===== config.mk =====
export PLATFORM = sky130hd
export DESIGN_NAME = ssg_ctrl
export DESIGN_NICKNAME = d
export VERILOG_FILES = /design/src/ssg_pkg.sv /design/src/ssg_ctrl.sv
export SDC_FILE = /design/constraint.sdc
export NUM_CORES = 1
export LEC_CHECK = 0
export BUFFER_PORTS_ARGS = -buffer_cell sky130_fd_sc_hd__buf_2
export CORE_MARGIN = 1.5
export CORE_UTILIZATION = 35
export DETAILED_ROUTE_END_ITERATION = 10
export GPL_ROUTABILITY_DRIVEN = 0
export PLACE_DENSITY = 0.77
export SYNTH_ARGS = -nofsm -noshare
export SYNTH_HDL_FRONTEND = slang
export SYNTH_SLANG_ARGS = --single-unit

===== constraint.sdc =====
create_clock -name i_clk -period 2.95 [get_ports i_clk]
set_input_delay 0.295 -clock i_clk [delete_from_list [all_inputs] [get_ports i_clk]]
set_output_delay 0.295 -clock i_clk [all_outputs]
set_load 0.02 [all_outputs]

===== src/ssg_pkg.sv =====
// Shared types, constants and state encoding for the serial schedule generator.
package ssg_pkg;

    localparam int MaxJobsDef    = 32;
    localparam int NumResDef     = 4;
    localparam int MaxHorizonDef = 256;
    localparam int ResIn         = 4;

    localparam logic [1:0] StatOk      = 2'd0;
    localparam logic [1:0] StatNoSlot  = 2'd1;
    localparam logic [1:0] StatOrder   = 2'd2;

    localparam logic [2:0] RegCap0    = 3'd0;
    localparam logic [2:0] RegCap1    = 3'd1;
    localparam logic [2:0] RegCap2    = 3'd2;
    localparam logic [2:0] RegCap3    = 3'd3;
    localparam logic [2:0] RegHorizon = 3'd4;

    typedef enum logic [3:0] {
        ST_CLEAR,
        ST_IDLE,
        ST_CHECK,
        ST_EST,
        ST_FWD_INIT,
        ST_FWD_RD,
        ST_FWD_EVAL,
        ST_BWD_INIT,
        ST_COMMIT_RD,
        ST_COMMIT_WR,
        ST_DONE,
        ST_OUT
    } t_state;

    // Controller -> datapath commands.
    typedef struct packed {
        logic load;        // capture input transaction
        logic check;       // evaluate order checks
        logic est_step;    // one predecessor finish per cycle
        logic fwd_init;    // t <- est, tau <- t
        logic bwd_init;    // t <- horizon - d, tau <- t
        logic scan_rd;     // issue usage read at tau
        logic scan_eval;   // compare read data; advance
        logic commit_init; // tau <- start
        logic commit_rd;   // read usage at tau
        logic commit_wr;   // write usage + demand at tau
        logic finish_ok;   // record placement
        logic set_nslot;   // record no-slot error
        logic zero_place;  // zero-duration placement
        logic clear_step;  // clear one usage row
        logic clear_init;  // start clearing pass
        logic out_load;    // present result
    } t_cmd;

    // Datapath -> controller status.
    typedef struct packed {
        logic err_sticky;  // error already present
        logic order_bad;   // order check failed
        logic dur_zero;
        logic est_done;
        logic fits_done;   // window checked ok through duration
        logic fits_fail;   // conflict at current tau
        logic fwd_exhaust; // forward t reached horizon
        logic bwd_exhaust; // backward t below zero
        logic commit_done;
        logic clear_done;
        logic last_flag;
    } t_sts;

endpackage


===== src/ssg_ctrl.sv =====
// Controller state machine sequencing check, scan, commit and clear.
module ssg_ctrl (
    input  logic            i_clk,
    input  logic            i_rst_n,
    input  logic            i_in_valid,
    output logic            o_in_ready,
    output logic            o_out_valid,
    input  logic            i_out_ready,
    input  ssg_pkg::t_sts   i_sts,
    output ssg_pkg::t_cmd   o_cmd
);
    import ssg_pkg::*;

    t_state r_state, n_state;

    always_ff @(posedge i_clk) begin
        if (!i_rst_n) begin
            r_state <= ST_CLEAR;
        end else begin
            r_state <= n_state;
        end
    end

    always_comb begin
        n_state     = r_state;
        o_cmd       = '0;
        o_in_ready  = 1'b0;
        o_out_valid = 1'b0;
        unique case (r_state)
            ST_CLEAR: begin
                o_cmd.clear_step = 1'b1;
                if (i_sts.clear_done) begin
                    n_state = ST_IDLE;
                end
            end
            ST_IDLE: begin
                o_in_ready = 1'b1;
                if (i_in_valid) begin
                    o_cmd.load = 1'b1;
                    n_state = ST_CHECK;
                end
            end
            ST_CHECK: begin
                o_cmd.check = 1'b1;
                if (i_sts.err_sticky || i_sts.order_bad) begin
                    n_state = ST_DONE;
                end else if (i_sts.dur_zero) begin
                    o_cmd.zero_place = 1'b1;
                    n_state = ST_DONE;
                end else begin
                    n_state = ST_EST;
                end
            end
            ST_EST: begin
                o_cmd.est_step = 1'b1;
                if (i_sts.est_done) begin
                    n_state = ST_FWD_INIT;
                end
            end
            ST_FWD_INIT: begin
                o_cmd.fwd_init = 1'b1;
                n_state = ST_FWD_RD;
            end
            ST_FWD_RD: begin
                if (i_sts.fwd_exhaust) begin
                    n_state = ST_BWD_INIT;
                end else if (i_sts.bwd_exhaust) begin
                    o_cmd.set_nslot = 1'b1;
                    n_state = ST_DONE;
                end else if (i_sts.fits_done) begin
                    o_cmd.commit_init = 1'b1;
                    n_state = ST_COMMIT_RD;
                end else begin
                    o_cmd.scan_rd = 1'b1;
                    n_state = ST_FWD_EVAL;
                end
            end
            ST_FWD_EVAL: begin
                o_cmd.scan_eval = 1'b1;
                n_state = ST_FWD_RD;
            end
            ST_BWD_INIT: begin
                o_cmd.bwd_init = 1'b1;
                n_state = ST_FWD_RD;
            end
            ST_COMMIT_RD: begin
                o_cmd.commit_rd = 1'b1;
                n_state = ST_COMMIT_WR;
            end
            ST_COMMIT_WR: begin
                o_cmd.commit_wr = 1'b1;
                if (i_sts.commit_done) begin
                    o_cmd.finish_ok = 1'b1;
                    n_state = ST_DONE;
                end else begin
                    n_state = ST_COMMIT_RD;
                end
            end
            ST_DONE: begin
                o_cmd.out_load = 1'b1;
                n_state = ST_OUT;
            end
            ST_OUT: begin
                o_out_valid = 1'b1;
                if (i_out_ready) begin
                    if (i_sts.last_flag) begin
                        o_cmd.clear_init = 1'b1;
                        n_state = ST_CLEAR;
                    end else begin
                        n_state = ST_IDLE;
                    end
                end
            end
            default: n_state = ST_CLEAR;
        endcase
    end

endmodule


==> qor.log, run 1 <==
qor: status.outcome finished clean
qor: worst_setup_path.required 2.65 ns
qor: worst_setup_path.path_cells or2_0, nor2_1, and3_1, buf_2
qor: worst_setup_path.r2r_end r_state[0]
qor: sta.slew_violations 0
qor: detailed_routing.drtPass1Iterations 4
qor: floorplan.dieWidth 41.6 µm
qor: worst_setup_path.worstPathArrival 1.54 ns
qor: global_routing.maximum_number_of_pins_on_one_net_before_global_route_repair 19
qor: placement.dp_hpwl 956 µm
qor: cells_and_area.layout.cell_area.non_filler 673 µm²
qor: cts.htree_num_levels 1
qor: synthesis.synthCells 74
qor: worst_setup_path.worst_r2r_path_depth 4
qor: detailed_routing.vias_per_cell 5.23
qor: cts.cts-root-to-sink-buffers 2
qor: sta.worst_slew_pin_slew 0.530 ns
qor: cells_and_area.antenna_cells_inserted 0
qor: synthesis.ys.warnings.count 0
qor: sta.max_clock_freq 0.546 GHz
qor: detailed_routing.first_iter_violations 16
qor: global_routing.grt_pass1_wl 2060 µm
qor: cts.clk_root_buffer_cell clkbuf_4
qor: worst_setup_path.register_to_register_path_setup_slack 1.51 ns
qor: cts.cts.repair.resized 0
qor: sta.fin_hold_ws 0.350 ns
qor: sta.setup_tns 0 ns
qor: synthesis.seq_area_frac_synth 0.154
qor: worst_setup_path.crit_path_top_delay_cell dfxtp_1
qor: sta.hold_viol_final 0
qor: synthesis.synth_fa_ha_area_frac 0
qor: cts.clk_latency 0.23 ns
qor: synthesis.yosys.cell_types.count 34
qor: sta.grt_setup_unrepaired false
qor: cts.cts_tree built
qor: worst_setup_path.timing.critical_path.fanout_max 13
qor: floorplan.fp.dieH 41.6 µm
qor: placement.number_of_buffers_added_on_ports 31
qor: worst_setup_path.worst_setup_path_startpoint r_state[0]
qor: synthesis.synth_top_family_by_area simple AND/OR/NAND/NOR gates
qor: floorplan.starting_density_of_the_core 0.386
qor: synthesis.yosys.area_share.simple 0.543
qor: cells_and_area.area_delta_synth_final 29.3%
qor: detailed_routing.dr_total_vias 612
qor: worst_setup_path.crit-reg2reg-launch r_state[0]
qor: global_routing.antenna_found_initial 0
qor: global_routing.grt_pass1_vias 496
qor: cts.post_cts.repair.setup_buffers 0
qor: sta.skew 0.00274 ns
qor: synthesis.synth-seq-cells 4
qor: placement.detailed_place.area 651 µm²
qor: worst_hold_path.hold_start i_rst_n
qor: worst_hold_path.whs_endpoint r_state[3]
qor: worst_setup_path.worst_setup_path_start_kind register
qor: floorplan.fp-row-count 13
qor: detailed_routing.totalWireLength 1220 µm
qor: detailed_routing.routed_len_inst 10.5 µm
qor: worst_hold_path.hold_class in -> reg
qor: synthesis.synthesis.area 520 µm²
qor: global_routing.globalRouteTotalUtil 0.146
qor: cts.cts-buffers-inserted 3
qor: synthesis.synth_mux_area_frac 0
qor: job.max_cap_viol_count 0
qor: worst_setup_path.crit_type reg -> out
qor: worst_setup_path.endpoint_kind primary output
qor: synthesis.compound_gate_portion_of_the_synthesized_area 0.197
qor: cells_and_area.fillers 153
qor: cells_and_area.final_layout_size_suffix_gt1_frac 0.392
qor: cts.cts_hold_buf 0
qor: floorplan.io_pins 33
qor: synthesis.syn_area_per_cell 7.03 µm²
qor: cts.clk_transition_reported_paths 0.04 ns
qor: synthesis.synth_xor_xnor_area_share 0
qor: sta.relSlewSlack 0.646
qor: sta.period_share 0.621
qor: pwr.powerDensity 664 nW/µm²
qor: worst_setup_path.critPathMaxStageDelay 0.55 ns
qor: pwr.vdd_drop_max 0.000393 V
qor: sta.finalWorstPathRequiredPeriod 1.83 ns
qor: cells_and_area.largest_register_ff_count 4
qor: sta.report.final.setup_viol 0
qor: global_routing.grt_overflow 0
qor: detailed_routing.ant_nets 0
qor: pwr.power.static_leakage 0.347 nW
qor: cells_and_area.mostFrequentLayoutCell buf_2
qor: cells_and_area.layout_top_registers r_state (4)
qor: floorplan.core 1350 µm²
qor: cells_and_area.mostFrequentLayoutCells 31 x buf_2, 13 x nor2_1, 8 x nor3_1, 5 x nand2_1, 5 x and3_1
qor: detailed_routing.remaining_drc_errors 0
qor: worst_hold_path.holdPathStages 2
qor: cells_and_area.final_nets 119
qor: cts.clock_sink_count 4
qor: floorplan.die_area 1730 µm²
qor: synthesis.synthesis.nets 89
qor: cells_and_area.registers.top_by_ff_count r_state
-- how the worst max path moves through the flow --
stage,slack [ns],depth (start not counted),endpoint
after global placement,1.38,4,o_cmd[3]
after floorplan,1.33,5,o_cmd[5]
after detailed placement,1.36,4,o_cmd[3]
final,1.12,4,o_cmd[3]
after CTS,1.11,4,o_cmd[3]
after global routing,0.99,4,o_cmd[8]
-- kinds of logic (layout without fill, tap and decap cells) --
family	count (synthesis)	after routing
buffers and inverters	9	37
DFF	4	4
and+or+nand+nor	48	48
AOI/OAI and AO/OA	13	13
-- cells in the mapped netlist --
library cell | n | share of area
a21oi_1 | 1 | 0.0096
o21ai_0 | 1 | 0.0096
nor3_1 | 8 | 0.077
nor3b_1 | 1 | 0.014
buf_6 | 2 | 0.043
nand4b_1 | 1 | 0.017
and2b_1 | 1 | 0.014
o22ai_2 | 1 | 0.024
o31a_1 | 2 | 0.034
inv_1 | 3 | 0.022
nand2b_4 | 1 | 0.026
a21o_1 | 1 | 0.014
a2111o_1 | 1 | 0.022
or2_0 | 1 | 0.012
a22oi_1 | 1 | 0.014
o21ai_2 | 2 | 0.034
nand2b_1 | 2 | 0.024
buf_2 | 2 | 0.019
and4bb_2 | 1 | 0.024
o21a_1 | 1 | 0.014
nand3_1 | 1 | 0.0096
nor2_1 | 13 | 0.094
o21ai_1 | 1 | 0.0096
and3b_1 | 2 | 0.034
nand3b_1 | 1 | 0.014
buf_4 | 1 | 0.014
nand2_1 | 5 | 0.036
and2_1 | 2 | 0.024
nand4_2 | 1 | 0.024
clkbuf_1 | 1 | 0.0072
and3_1 | 5 | 0.060
nor4bb_1 | 2 | 0.038
dfxtp_1 | 4 | 0.15
o22ai_1 | 1 | 0.012
-- area by class of cell --
class                   instances  area [µm²]  area share
multi-input cells              61         385       0.572
clock buffers                   3        22.5      0.0335
well taps                      15        18.8      0.0279
inverters                       3        11.3      0.0167
repair buffers                 31         155       0.230
flip-flops and latches          4        80.1       0.119
-- where the power goes --
part / total (mW) / internal [mW] / switching (mW)
clock: 0.0644 / 0.0453 / 0.0191
combinational: 0.255 / 0.106 / 0.149
sequential: 0.128 / 0.0703 / 0.0576
total: 0.447 / 0.222 / 0.225
-- layer usage --
layer | up-vias | wire, µm | GRT usage
met3 | 0 | 116 | 0.0391
met5 | - | 0 | 0
li1 | 321 | - | -
met4 | 0 | 0 | 0.0581
met2 | 29 | 521 | 0.216
met1 | 262 | 586 | 0.198
-- worst max-delay path, delay by kind of cell, from the launching register on --
family,cells,cell delay [ns]
buffers and inverters,1,0.15
AND/OR/NAND/NOR,3,0.61
flip-flops,1,0.55
-- per-stage QoR --
stage / utilization / instances / setup slack, ns / power (mW)
final: 0.499 / 117 / 1.12 / 0.447
after global routing: 0.499 / 117 / 0.992 / 0.487
after CTS: 0.499 / 117 / 1.11 / 0.453
after detailed placement: 0.482 / 114 / 1.36 / 0.385
after global placement: 0.482 / 114 / 1.38 / 0.381
after floorplan: - / 74 / 1.33 / 0.334
Note: power is estimated with default switching activity, not from simulation.
==> run 2: changes to the inputs <==
==> constraint.sdc (replaced) <==
create_clock -name i_clk -period 1.8 [get_ports i_clk]
set_input_delay 0.18 -clock i_clk [delete_from_list [all_inputs] [get_ports i_clk]]
set_output_delay 0.18 -clock i_clk [all_outputs]
set_load 0.02 [all_outputs]
==> run 2 against run 1 <==
Combinational power is 64% higher; largest power group unchanged; setup slack worse by 0.95 ns; largest cell class unchanged; global-route usage is 0.72 points higher.
==> qor.log, run 2 (synthesized netlist as in run 1, its figures left out) <==
qor: cells_and_area.mostFrequentLayoutCell buf_2 [unchanged]
qor: cells_and_area.mostFrequentLayoutCells 31 x buf_2, 13 x nor2_1, 8 x nor3_1, 5 x nand2_1, 5 x and3_1 [unchanged]
qor: detailed_routing.dr_total_vias 620 [was 612]
qor: cts.cts-root-to-sink-buffers 2 [unchanged]
qor: worst_setup_path.crit_cells 3 [was 4]
qor: floorplan.fp-row-count 13 [unchanged]
qor: pwr.power.static_leakage 0.350 nW [was 0.347 nW]
qor: cells_and_area.final_nets 119 [unchanged]
qor: worst_setup_path.timing.critical_path.fanout_max 13 [unchanged]
qor: worst_setup_path.cp_top_family flip-flops [was simple AND/OR/NAND/NOR gates]
qor: worst_setup_path.worst_setup_path_endpoint o_cmd[8] [was o_cmd[3]]
qor: global_routing.grt_overflow 0 [unchanged]
qor: pwr.power 738 µW [was 447 µW]
qor: sta.report.final.setup_viol 0 [unchanged]
qor: floorplan.io_pins 33 [unchanged]
qor: worst_setup_path.worst_setup_path_startpoint r_state[0] [unchanged]
qor: status.outcome finished clean [unchanged]
qor: global_routing.globalRouteTotalUtil 0.153 [was 0.146]
qor: sta.slew_violations 0 [unchanged]
qor: global_routing.maximum_number_of_pins_on_one_net_before_global_route_repair 19 [unchanged]
qor: floorplan.core 1350 µm² [unchanged]
qor: detailed_routing.first_iter_violations 4 [was 16]
qor: cts.cts-buffers-inserted 3 [unchanged]
qor: worst_setup_path.critPathMaxStageDelay 0.56 ns [was 0.55 ns]
qor: floorplan.starting_density_of_the_core 0.386 [unchanged]
qor: detailed_routing.drtPass1Iterations 2 [was 4]
qor: worst_hold_path.hold_class in -> reg [unchanged]
qor: cts.cts_tree built [unchanged]
qor: cells_and_area.layout_top_registers r_state (4) [unchanged]
qor: cells_and_area.registers.top_by_ff_count r_state [unchanged]
qor: detailed_routing.totalWireLength 1250 µm [was 1220 µm]
qor: detailed_routing.remaining_drc_errors 0 [unchanged]
qor: cells_and_area.area_delta_synth_final 29.8% [was 29.3%]
qor: sta.grt_setup_unrepaired false [unchanged]
qor: cts.htree_num_levels 1 [unchanged]
qor: job.max_cap_viol_count 0 [unchanged]
qor: worst_setup_path.required 1.62 ns [was 2.65 ns]
qor: floorplan.fp.dieH 41.6 µm [unchanged]
qor: cells_and_area.final_layout_size_suffix_gt1_frac 0.412 [was 0.392]
qor: cts.clock_sink_count 4 [unchanged]
qor: detailed_routing.vias_per_cell 5.30 [was 5.23]
qor: worst_setup_path.worst_r2r_path_depth 4 [unchanged]
qor: worst_setup_path.endpoint_kind primary output [unchanged]
qor: pwr.powerDensity 1090 nW/µm² [was 664 nW/µm²]
qor: cells_and_area.largest_register_ff_count 4 [unchanged]
qor: sta.finalWorstPathRequiredPeriod 1.63 ns
qor: worst_setup_path.crit-reg2reg-launch r_state[2] [was r_state[0]]
qor: pwr.vdd_drop_max 0.000617 V [was 0.000393 V]
qor: floorplan.dieWidth 41.6 µm [unchanged]
qor: sta.setup_tns 0 ns [unchanged]
qor: floorplan.die_area 1730 µm² [unchanged]
qor: cts.clk_transition_reported_paths 0.04 ns [about the same]
qor: worst_setup_path.r2r_end r_state[0] [unchanged]
qor: worst_setup_path.path_cells nand4b_1, nor3b_1, buf_2 [was or2_0, nor2_1, and3_1, buf_2]
qor: global_routing.grt_pass1_vias 516 [was 496]
qor: sta.relSlewSlack 0.721 [was 0.646]
qor: sta.fin_hold_ws 0.233 ns [was 0.350 ns]
qor: worst_setup_path.crit_path_top_delay_cell dfxtp_1 [unchanged]
qor: sta.period_share 0.908
qor: global_routing.grt_pass1_wl 2170 µm [was 2060 µm]
qor: cells_and_area.antenna_cells_inserted 0 [unchanged]
qor: worst_setup_path.crit_type reg -> out [unchanged]
qor: sta.skew 0.00403 ns [was 0.00274 ns]
qor: sta.worst_slew_pin_slew 0.418 ns [was 0.530 ns]
qor: global_routing.antenna_found_initial 0 [unchanged]
qor: detailed_routing.routed_len_inst 10.7 µm [was 10.5 µm]
qor: detailed_routing.ant_nets 0 [unchanged]
qor: sta.hold_viol_final 0 [unchanged]
qor: worst_setup_path.worst_setup_path_start_kind register [unchanged]
qor: placement.number_of_buffers_added_on_ports 31 [unchanged]
qor: cts.clk_latency 0.23 ns [about the same]
qor: sta.max_clock_freq 0.612 GHz
qor: cts.clk_root_buffer_cell clkbuf_4 [unchanged]
qor: placement.dp_hpwl 980 µm [was 956 µm]
qor: worst_setup_path.worstPathArrival 1.45 ns [was 1.54 ns]
qor: worst_setup_path.critical_path_buf_inv_count 1 [unchanged]
qor: worst_setup_path.register_to_register_path_setup_slack 0.43 ns [was 1.51 ns]
[run 2: power by group]
part	switching, mW	total (mW)	internal, mW
clock network	0.0314	0.106	0.0742
registers	0.0966	0.215	0.119
logic	0.243	0.417	0.175
[run 2: final cells by class]
type                       instances  area (µm²)
sequential                         4        82.6
timing repair buffer              31         155
inverter                           3        11.3
tap                               15        18.8
clock buffer                       3        22.5
multi-input combinational         61         385
fill                             148         674
[run 2: worst min path at each step]
stage / startpoint / endpoint / slack, ns / cells after the start
2_1_floorplan: i_rst_n / r_state[3] / 0.30 / 1
3_3_place_gp: i_rst_n / r_state[3] / 0.45 / 2
3_5_place_dp: i_rst_n / r_state[3] / 0.46 / 2
4_1_cts: i_rst_n / r_state[3] / 0.22 / 2
5_1_grt: i_rst_n / r_state[3] / 0.24 / 2
6_report: i_rst_n / r_state[3] / 0.23 / 2
[run 2: worst register-to-register path, delay by kind of cell, from the launching register on]
kind / cells / cell delay, ns
and+or+nand+nor: 2 / 0.45
AOI/OAI and AO/OA: 2 / 0.26
DFF: 1 / 0.53
[run 2: layer usage]
layer	part of all wire	global-route usage	routed length [µm]
met4	0	0.0581	0
met3	0.066	0.0348	83
met1	0.48	0.209	597
met5	0	0	0
met2	0.46	0.231	574
[run 2: timing repair]
item	in CTS	in global routing
gates resized for setup	0	3
hold buffers	0	0
endpoints found under the setup margin	0	2
setup buffers	0	0
hold endpoints to repair	0	0
[run 2: per-stage QoR]
stage	area, µm²	utilization	std cells	setup slack [ns]
after floorplan	520	-	74	0.297
after global placement	651	0.482	114	0.347
after detailed placement	651	0.482	114	0.317
after CTS	673	0.499	117	0.0734
after global routing	676	0.500	117	0.0418
final	676	0.500	117	0.166
==> run 3: changes to the inputs <==
--- a/config.mk
+++ b/config.mk
@@ -5,12 +5,12 @@
 export SDC_FILE = /design/constraint.sdc
 export NUM_CORES = 1
 export LEC_CHECK = 0
-export BUFFER_PORTS_ARGS = -buffer_cell sky130_fd_sc_hd__buf_2
 export CORE_MARGIN = 1.5
 export CORE_UTILIZATION = 35
 export DETAILED_ROUTE_END_ITERATION = 10
+export DONT_BUFFER_PORTS = 1
 export GPL_ROUTABILITY_DRIVEN = 0
-export PLACE_DENSITY = 0.77
+export PLACE_DENSITY = 0.58
 export SYNTH_ARGS = -nofsm -noshare
 export SYNTH_HDL_FRONTEND = slang
 export SYNTH_SLANG_ARGS = --single-unit
==> run 3 against run 2 <==
Fmax about the same; core utilization down 7.4 points; clock-buffer cell count unchanged; global-route usage down 1.6 points; clock skew down 0.0037 ns; combinational power about the same; non-clock buffer count down 24; hold slack worse by 0.16 ns; critical path type unchanged.
==> qor.log, run 3 (synthesized netlist as in run 1, its figures left out) <==
qor: cts.cts-buffers-inserted 3 [unchanged]
qor: sta.skew 0.000338 ns [was 0.00403 ns]
qor: detailed_routing.vias_per_cell 5.83 [was 5.30]
qor: job.max_cap_viol_count 0 [unchanged]
qor: floorplan.core 1350 µm² [unchanged]
qor: sta.setup_tns 0 ns [unchanged]
qor: global_routing.globalRouteTotalUtil 0.137 [was 0.153]
qor: global_routing.grt_pass1_vias 421 [was 516]
qor: worst_setup_path.crit_path_top_delay_cell dfxtp_1 [unchanged]
qor: worst_setup_path.cp_top_family simple AND/OR/NAND/NOR gates [was flip-flops]
qor: floorplan.die_area 1730 µm² [unchanged]
qor: global_routing.maximum_number_of_pins_on_one_net_before_global_route_repair 19 [unchanged]
qor: sta.slew_violations 0 [unchanged]
qor: status.outcome finished clean [unchanged]
qor: worst_setup_path.worstPathArrival 1.46 ns [was 1.45 ns]
qor: detailed_routing.ant_nets 0 [unchanged]
qor: worst_setup_path.worst_setup_path_start_kind register [unchanged]
qor: global_routing.grt_overflow 0 [unchanged]
qor: worst_setup_path.critPathMaxStageDelay 0.42 ns [was 0.56 ns]
qor: floorplan.io_pins 33 [unchanged]
qor: sta.layout_setup_ws 0.165 ns [was 0.166 ns]
qor: detailed_routing.dr_total_vias 542 [was 620]
qor: cts.cts_tree built [unchanged]
qor: placement.number_of_buffers_added_on_ports 0 [was 31]
qor: cts.clk_root_buffer_cell clkbuf_4 [unchanged]
qor: cells_and_area.layout_top_registers r_state (4) [unchanged]
qor: detailed_routing.totalWireLength 1220 µm [was 1250 µm]
qor: sta.grt_setup_unrepaired false [unchanged]
qor: pwr.vdd_drop_max 0.000526 V [was 0.000617 V]
qor: pwr.power 743 µW [was 738 µW]
qor: cells_and_area.registers.top_by_ff_count r_state [unchanged]
qor: cts.cts_hold_buf 0 [unchanged]
qor: global_routing.grt_pass1_wl 1910 µm [was 2170 µm]
qor: worst_hold_path.hold_class in -> reg [unchanged]
qor: floorplan.fp.dieH 41.6 µm [unchanged]
qor: worst_setup_path.timing.critical_path.fanout_max 14 [was 13]
qor: floorplan.fp-row-count 13 [unchanged]
qor: cells_and_area.largest_register_ff_count 4 [unchanged]
qor: sta.fin_hold_ws 0.0731 ns [was 0.233 ns]
qor: cells_and_area.area_delta_synth_final 10.6% [was 29.8%]
qor: cts.clock_sink_count 4 [unchanged]
qor: cells_and_area.final_nets 95 [was 119]
qor: sta.max_clock_freq 0.611 GHz [was 0.612 GHz]
qor: detailed_routing.routed_len_inst 13.1 µm [was 10.7 µm]
qor: detailed_routing.drtPass1Iterations 4 [was 2]
qor: floorplan.starting_density_of_the_core 0.386 [unchanged]
qor: cts.clk_latency 0.23 ns [about the same]
qor: global_routing.antenna_found_initial 0 [unchanged]
qor: sta.worst_slew_pin_slew 0.395 ns [was 0.418 ns]
qor: cells_and_area.mostFrequentLayoutCell nor2_1 [was buf_2]
qor: sta.hold_viol_final 0 [unchanged]
qor: sta.period_share 0.909 [was 0.908]
qor: placement.place_worst_setup_slack 0.321 ns [was 0.317 ns]
qor: placement.dp_hpwl 912 µm [was 980 µm]
qor: worst_setup_path.path_cells or2_1, nor2_1, and3_1 [was nand4b_1, nor3b_1, buf_2]
qor: pwr.powerDensity 1290 nW/µm² [was 1090 nW/µm²]
qor: cells_and_area.antenna_cells_inserted 0 [unchanged]
qor: cells_and_area.mostFrequentLayoutCells 12 x nor2_1, 8 x nor3_1, 7 x buf_4, 5 x nand2_1, 5 x and3_1 [was 31 x buf_2, 13 x nor2_1, 8 x nor3_1, 5 x nand2_1, 5 x and3_1]
qor: floorplan.dieWidth 41.6 µm [unchanged]
qor: cts.htree_num_levels 1 [unchanged]
qor: sta.report.final.setup_viol 0 [unchanged]
qor: detailed_routing.remaining_drc_errors 0 [unchanged]
qor: worst_setup_path.endpoint_kind primary output [unchanged]
qor: cts.cts-root-to-sink-buffers 2 [unchanged]
qor: pwr.power.static_leakage 0.240 nW [was 0.350 nW]
qor: worst_setup_path.crit_type reg -> out [unchanged]
qor: worst_setup_path.required 1.62 ns [about the same]
qor: sta.relSlewSlack 0.736 [was 0.721]
qor: worst_setup_path.critical_path_buf_inv_count 0 [was 1]
qor: cts.clk_transition_reported_paths 0.04 ns [about the same]
qor: sta.finalWorstPathRequiredPeriod 1.64 ns [was 1.63 ns]
qor: detailed_routing.first_iter_violations 8 [was 4]
qor: cells_and_area.final_layout_size_suffix_gt1_frac 0.244 [was 0.412]
-- run 3: where the power goes --
| part | leakage (nW) | switching, mW | internal [mW] | total, mW |
|---|---|---|---|---|
| logic | 0.192 | 0.237 | 0.177 | 0.414 |
| registers | 0.0336 | 0.0999 | 0.119 | 0.219 |
| clock network | 0.0138 | 0.0359 | 0.0745 | 0.110 |
| total | 0.240 | 0.373 | 0.370 | 0.743 |
-- run 3: path summary, 6_finish.rpt --
| path | endpoint | start | slack (ns) | cells past startpoint |
|---|---|---|---|---|
| worst min register to register | r_state[1] | r_state[1] | 0.62 | 2 |
| worst max register to register | r_state[0] | r_state[2] | 0.40 | 4 |
| worst max-delay path | o_cmd[3] | r_state[2] | 0.16 | 3 |
| worst min-delay path | r_state[3] | i_rst_n | 0.07 | 1 |
-- run 3: per-layer routing --
layer,GRT usage,vias up,wire [µm]
met5,0,-,0
met4,0.0387,0,0
met3,0.0565,0,125
met2,0.163,24,475
met1,0.216,245,617
li1,-,273,-
-- run 3: final cells by class --
class	instances	area [µm²]
clock buffers	3	22.5
fillers	158	774
inverters	3	11.3
multi-input cells	61	388
flip-flops and latches	4	82.6
well taps	15	18.8
repair buffers	7	52.6
-- run 3: worst register-to-register path: stages, from the launching register on --
cell	delay [ns]
dfxtp_1	0.54
and4bb_2	0.27
o21a_1	0.18
nor3_1	0.19
o21ai_1	0.10
-- run 3: per-stage QoR --
stage | cell area [µm²] | util | cells
final | 576 | 0.426 | 93
after detailed placement | 548 | 0.406 | 90
after floorplan | 520 | - | 74
after global routing | 576 | 0.426 | 93
after CTS | 571 | 0.423 | 93
after global placement | 548 | 0.406 | 90
-- run 3: timing repair --
| item | 4_1_cts | 5_1_grt |
|---|---|---|
| resized for setup | 0 | 4 |
| setup endpoints to repair | 0 | 5 |
| buffers inserted | 0 | 0 |
